==> src/sv/rca_pkg.sv <==
// Shared types, constants and arithmetic helpers for the running covariance accumulator.
// No dependencies; every other file in sv/ refers to this package by scoped names.
`timescale 1ns / 1ps

package rca_pkg;

  // Default vector length and index width of the query fields
  localparam int DIMS_DEF = 8;
  localparam int IDX_W    = 3;

  // Bit-serial divider numerator width
  localparam int DIV_W = 80;

  // One in Q16.16 / Q1.16
  localparam logic [16:0] ONE_Q16 = 17'd65536;

  // Action codes
  localparam logic [1:0] ACT_ADD   = 2'd0;
  localparam logic [1:0] ACT_QUERY = 2'd1;
  localparam logic [1:0] ACT_DECAY = 2'd2;

  // Command from the sequencer to every lane
  typedef struct packed {
    logic              add;
    logic              dec;
    logic [IDX_W-1:0]  col;
    logic [16:0]       f;
  } lane_cmd_t;

  // One entry read out of a lane
  typedef struct packed {
    logic [31:0] cnt;
    logic [63:0] psum;
    logic [47:0] vsum;
  } rd_t;

  // Scale a signed sum by a Q1.16 factor, truncating toward zero
  function automatic logic [63:0] scale_sum(input logic signed [63:0] s, input logic [16:0] f);
    logic [63:0] m;
    logic [63:0] res;
    logic [48:0] hp;
    logic [48:0] lp;
    m   = s[63] ? (~s + 64'd1) : s;
    hp  = 49'(m[63:32]) * 49'(f);
    lp  = 49'(m[31:0]) * 49'(f);
    res = {hp[47:0], 16'b0} + {31'b0, lp[48:16]};
    return s[63] ? (~res + 64'd1) : res;
  endfunction

endpackage

==> src/sv/rca_div.sv <==
// Restoring divider, one quotient bit per cycle: unsigned DIV_W-bit numerator by 32 bits.
// Depends on rca_pkg.
`timescale 1ns / 1ps

module rca_div (
  input  logic                      clk,
  input  logic                      rst_n,
  input  logic                      start,
  input  logic [rca_pkg::DIV_W-1:0] num,
  input  logic [31:0]               den,
  output logic                      done,
  output logic [rca_pkg::DIV_W-1:0] quo
);

  localparam int W  = rca_pkg::DIV_W;
  localparam int CW = $clog2(W);

  logic [W-1:0]  quo_r;
  logic [31:0]   rem_r;
  logic [31:0]   den_r;
  logic [CW-1:0] cnt_r;
  logic          busy_r;
  logic          done_r;
  logic [32:0]   rem_sh;
  logic          q_bit;
  logic [32:0]   rem_sub;

  // Shift in one numerator bit, subtract when it fits
  always_comb begin
    rem_sh  = {rem_r, quo_r[W-1]};
    q_bit   = (rem_sh >= {1'b0, den_r});
    rem_sub = rem_sh - {1'b0, den_r};
  end

  always_ff @(posedge clk) begin
    if (!rst_n) begin
      busy_r <= 1'b0;
      done_r <= 1'b0;
    end else if (start) begin
      busy_r <= 1'b1;
      done_r <= 1'b0;
    end else if (busy_r && (cnt_r == CW'(W - 1))) begin
      busy_r <= 1'b0;
      done_r <= 1'b1;
    end
  end

  always_ff @(posedge clk) begin
    if (start) begin
      quo_r <= num;
      rem_r <= '0;
      den_r <= den;
      cnt_r <= '0;
    end else if (busy_r) begin
      quo_r <= {quo_r[W-2:0], q_bit};
      rem_r <= q_bit ? rem_sub[31:0] : rem_sh[31:0];
      cnt_r <= cnt_r + CW'(1);
    end
  end

  assign done = done_r;
  assign quo  = quo_r;

endmodule

==> config.mk <==
export PLATFORM = sky130hd
export DESIGN_NAME = rca_div
export DESIGN_NICKNAME = d
export VERILOG_FILES = /design/src/sv/rca_pkg.sv /design/src/sv/rca_div.sv
export SDC_FILE = /design/constraint.sdc
export NUM_CORES = 1
export LEC_CHECK = 0
export ABC_AREA = 1
export BUFFER_PORTS_ARGS = -buffer_cell sky130_fd_sc_hd__buf_4
export CAP_MARGIN = 25
export CORE_MARGIN = 5
export CORE_UTILIZATION = 35
export CTS_CLUSTER_DIAMETER = 40
export CTS_CLUSTER_SIZE = 25
export DETAILED_ROUTE_END_ITERATION = 7
export PLACE_DENSITY = 0.54
export SYNTH_ARGS = -nofsm -noshare
export SYNTH_HDL_FRONTEND = slang
export SYNTH_SLANG_ARGS = --single-unit
==> constraint.sdc <==
create_clock -name clk -period 4.4 [get_ports clk]
set_input_delay 0.22 -clock clk [delete_from_list [all_inputs] [get_ports clk]]
set_output_delay 0.22 -clock clk [all_outputs]
set_load 0.1 [all_outputs]
==> impl_results.md <==
- Initial Utilization: 35.58%
- RSZ-0062 raised after global routing: no
- Area growth syn-to-layout: 30.10%
- Crit path to: rem_r[14]$_SDFFE_PP0P_
- Skew-Pair Late Insertion Delay: 440 ps
- Distinct cells, synth: 34
- Layout cells sized above 1: 19.15%
- Root buffer cell: clkbuf_16
- Fraction of registers with async set/reset: 0%
- Initial DRT Pass Iterations: 5
- Most frequent cell after synthesis: nand2_1
- Post-CTS sizing: 0
- Post-route ant nets: 0
- Post-Route WL: 26440 µm
- Post-Layout Cell Count: 1766
- Worst reg2reg path depth: 11
- Max_slew headroom: 36.16%
- Critical-path maximum fanout: 34
- Final Cell Area: 11650 µm²
- Hold WS: 41.02 ps
- Crit end category: flip-flop
- Vias per cell: 4.540
- Die H: 170.0 µm
- Drt wl/cell: 14.97 µm
- Critical path's most frequent cell: nand2_1
- P_leak: 6.050 nW
- Instance count on the critical path: 11
- First-pass GRT wire length: 42380 µm
- Sequential fraction of the synthesis area: 46.70%
- HP Class: in -> reg
- Clock Sink Count: 153
- Crit path launch: den_r[20]$_DFFE_PP_
- Top FF cell, synth: edfxtp_1
- R2r startpoint: den_r[20]$_DFFE_PP_
- Tmin final: 2744 ps
- Most instantiated cells after synthesis: nand2_1 (544), inv_1 (186), edfxtp_1 (112)
- CP required: 4720 ps
- N_diodes: 0
- Total Routing Usage GR: 18.54%
- CP top delay family: simple AND/OR/NAND/NOR gates
- Post-CTS setup buffers: 0
- Final setup vio count: 0
- Post-DP Area: 10720 µm²
- IO Count: 196
- Crit path arrival time: 3060 ps
- Total power: 4.322 mW
- Final net count: 1572
- Hold Fails Final Rpt: 0
- DRC viols: 0
- Remaining global-route overflow: 0
- Cell taking the most area after synthesis: edfxtp_1
- CTS H-tree depth: 4
- Starting DRT DRC Count: 371
- Cell area after synthesis: 8959 µm²
- Dpl ws: 1630 ps
- Setup crit start kind: flip-flop
- Final Slew Violations: 0
- Syn Inst Count: 1202
- Die width: 170.0 µm
- PnR worst setup slack: 1656 ps
- Core Util, Final: 46.28%
- Actual slew at the worst max-slew pin: 957.5 ps
- Yosys reg bits: 153
- CTS Buf Count: 17
- F_max: 364.4 MHz
- PwrDens: 370.8 nW/µm²
- Setup_tns: 0 ps
- Dpl cells: 1701
- Largest net degree at the start of global routing: 87
- Vias in the first global route: 8062
- Number of core rows: 58
- Syn_area_per_cell: 7.453 µm²
- Core area: 25180 µm²
- Post-synth EDFFs: 112
- Die area: 28890 µm²
- Worst-path cell chain: inv_1 -> ha_1 -> nand2_1 -> nor2_1 -> nand2_1 -> nor3_2 -> nand2_4 -> nand2_4 -> nand2_1 -> nand3_1 -> nand2_1
- Initial antenna violation count: 0
- Port Buf Inserts: 195
- Worst Path Buf+Inv: 1
- CTS clk-pin slew, worst paths: 80 ps
- Top cells by area, synth: edfxtp_1 (38%), nand2_1 (23%), dfxtp_1 (9.2%)
- Critical Path Max Stage Delay: 480 ps
- Share of the synthesized area in the top cell type: 37.54%
- Mapped Nets: 1351
- Max rail drop VDD: 0.2832 mV
- Routability Congestion: 0.9559
- Critical path class: reg -> reg
- Reg2reg setup slack: 1660 ps
- CTS tree: yes
- Outcome: finished, final reports clean
- Synth warn: 0
- Fin crit share: 62.37%
- Max clock buf depth: 2
- Worst R2R End: rem_r[14]$_SDFFE_PP0P_
- Max-Cap Viols: 0
- DR vias: 8017
- Slowest cell on the critical path: nand2_4
- Setup Skew: 15.67 ps
- Detailed Place HPWL: 19970 µm
==> power by group <==
group	leakage (nW)	total (mW)	switching [mW]	internal, mW
Clock	0.296	1.51	0.737	0.770
Sequential	1.47	1.74	0.0592	1.68
Combinational	4.29	1.08	0.817	0.262
==> flip-flops by register name (all words and copies together) (netlist names) <==
name,count
busy_r,1
cnt_r,7
den_r,32
done,1
quo,80
rem_r,32
==> tightest hold or removal path, delay by kind of cell <==
kind	cells	cell delay (ps)
and+or+nand+nor	2	90
buffers and inverters	1	70
==> kinds of logic after synthesis <==
group,share of synthesized area [%]
xor+xnor,1.369
simple gates,34.41
flops,46.70
fa+ha+maj,4.832
buf+inv,9.734
compound gates,2.947
==> repair_timing <==
item                                    4_1_cts  5_1_grt
hold buffers                                 33        0
endpoints found under the setup margin        0        0
hold endpoints to repair                     33        0
==> worst min path at each step <==
stage | startpoint | to | slack [ps] | depth (start not counted)
floorplan | den[0] | den_r[0]$_DFFE_PP_ | 320 | 0
global placement | den[27] | den_r[27]$_DFFE_PP_ | 400 | 1
detailed placement | den[6] | den_r[6]$_DFFE_PP_ | 400 | 1
CTS | num[40] | quo[40]$_DFFE_PP_ | 20 | 3
global route | num[18] | quo[18]$_DFFE_PP_ | 30 | 3
finish | num[45] | quo[45]$_DFFE_PP_ | 40 | 3
==> metal layers <==
layer	share of wire [%]	track usage, %	up-vias
met1	44	23.46	3589
met5	0	0	-
met3	9.1	7.201	15
met4	0.66	3.576	0
met2	46	30.52	224
li1	-	-	4189
==> cell usage in the layout (no fill, tap or decap), types with 5 or more instances in the layout <==
master           n
inv_1          184
a21oi_1         23
dlygate4sd3_1   33
o21ai_0          8
nand3_2          7
nor3_1           6
clkinv_8         5
nand2_2         18
nor2_1          41
clkbuf_16       17
dfxtp_1         41
nand2_1        544
edfxtp_1       112
inv_8            5
nand3_1         76
ha_1            33
buf_4          202
nor2_2           6
nand4_1          8
xnor2_1         13
nand3b_1        14
o21ai_1         10
==> area by class of cell <==
type | count | area (µm²)
Timing Repair Buffer | 235 | 1847
Sequential cell | 153 | 4184
Clock buffer | 17 | 425.4
Clock inverter | 15 | 177.7
Multi-Input combinational cell | 829 | 3905
Inverter | 187 | 703.2
Tap cell | 330 | 412.9
Fill cell | 2536 | 13530
No activity file was read; power rests on OpenSTA's default activity.
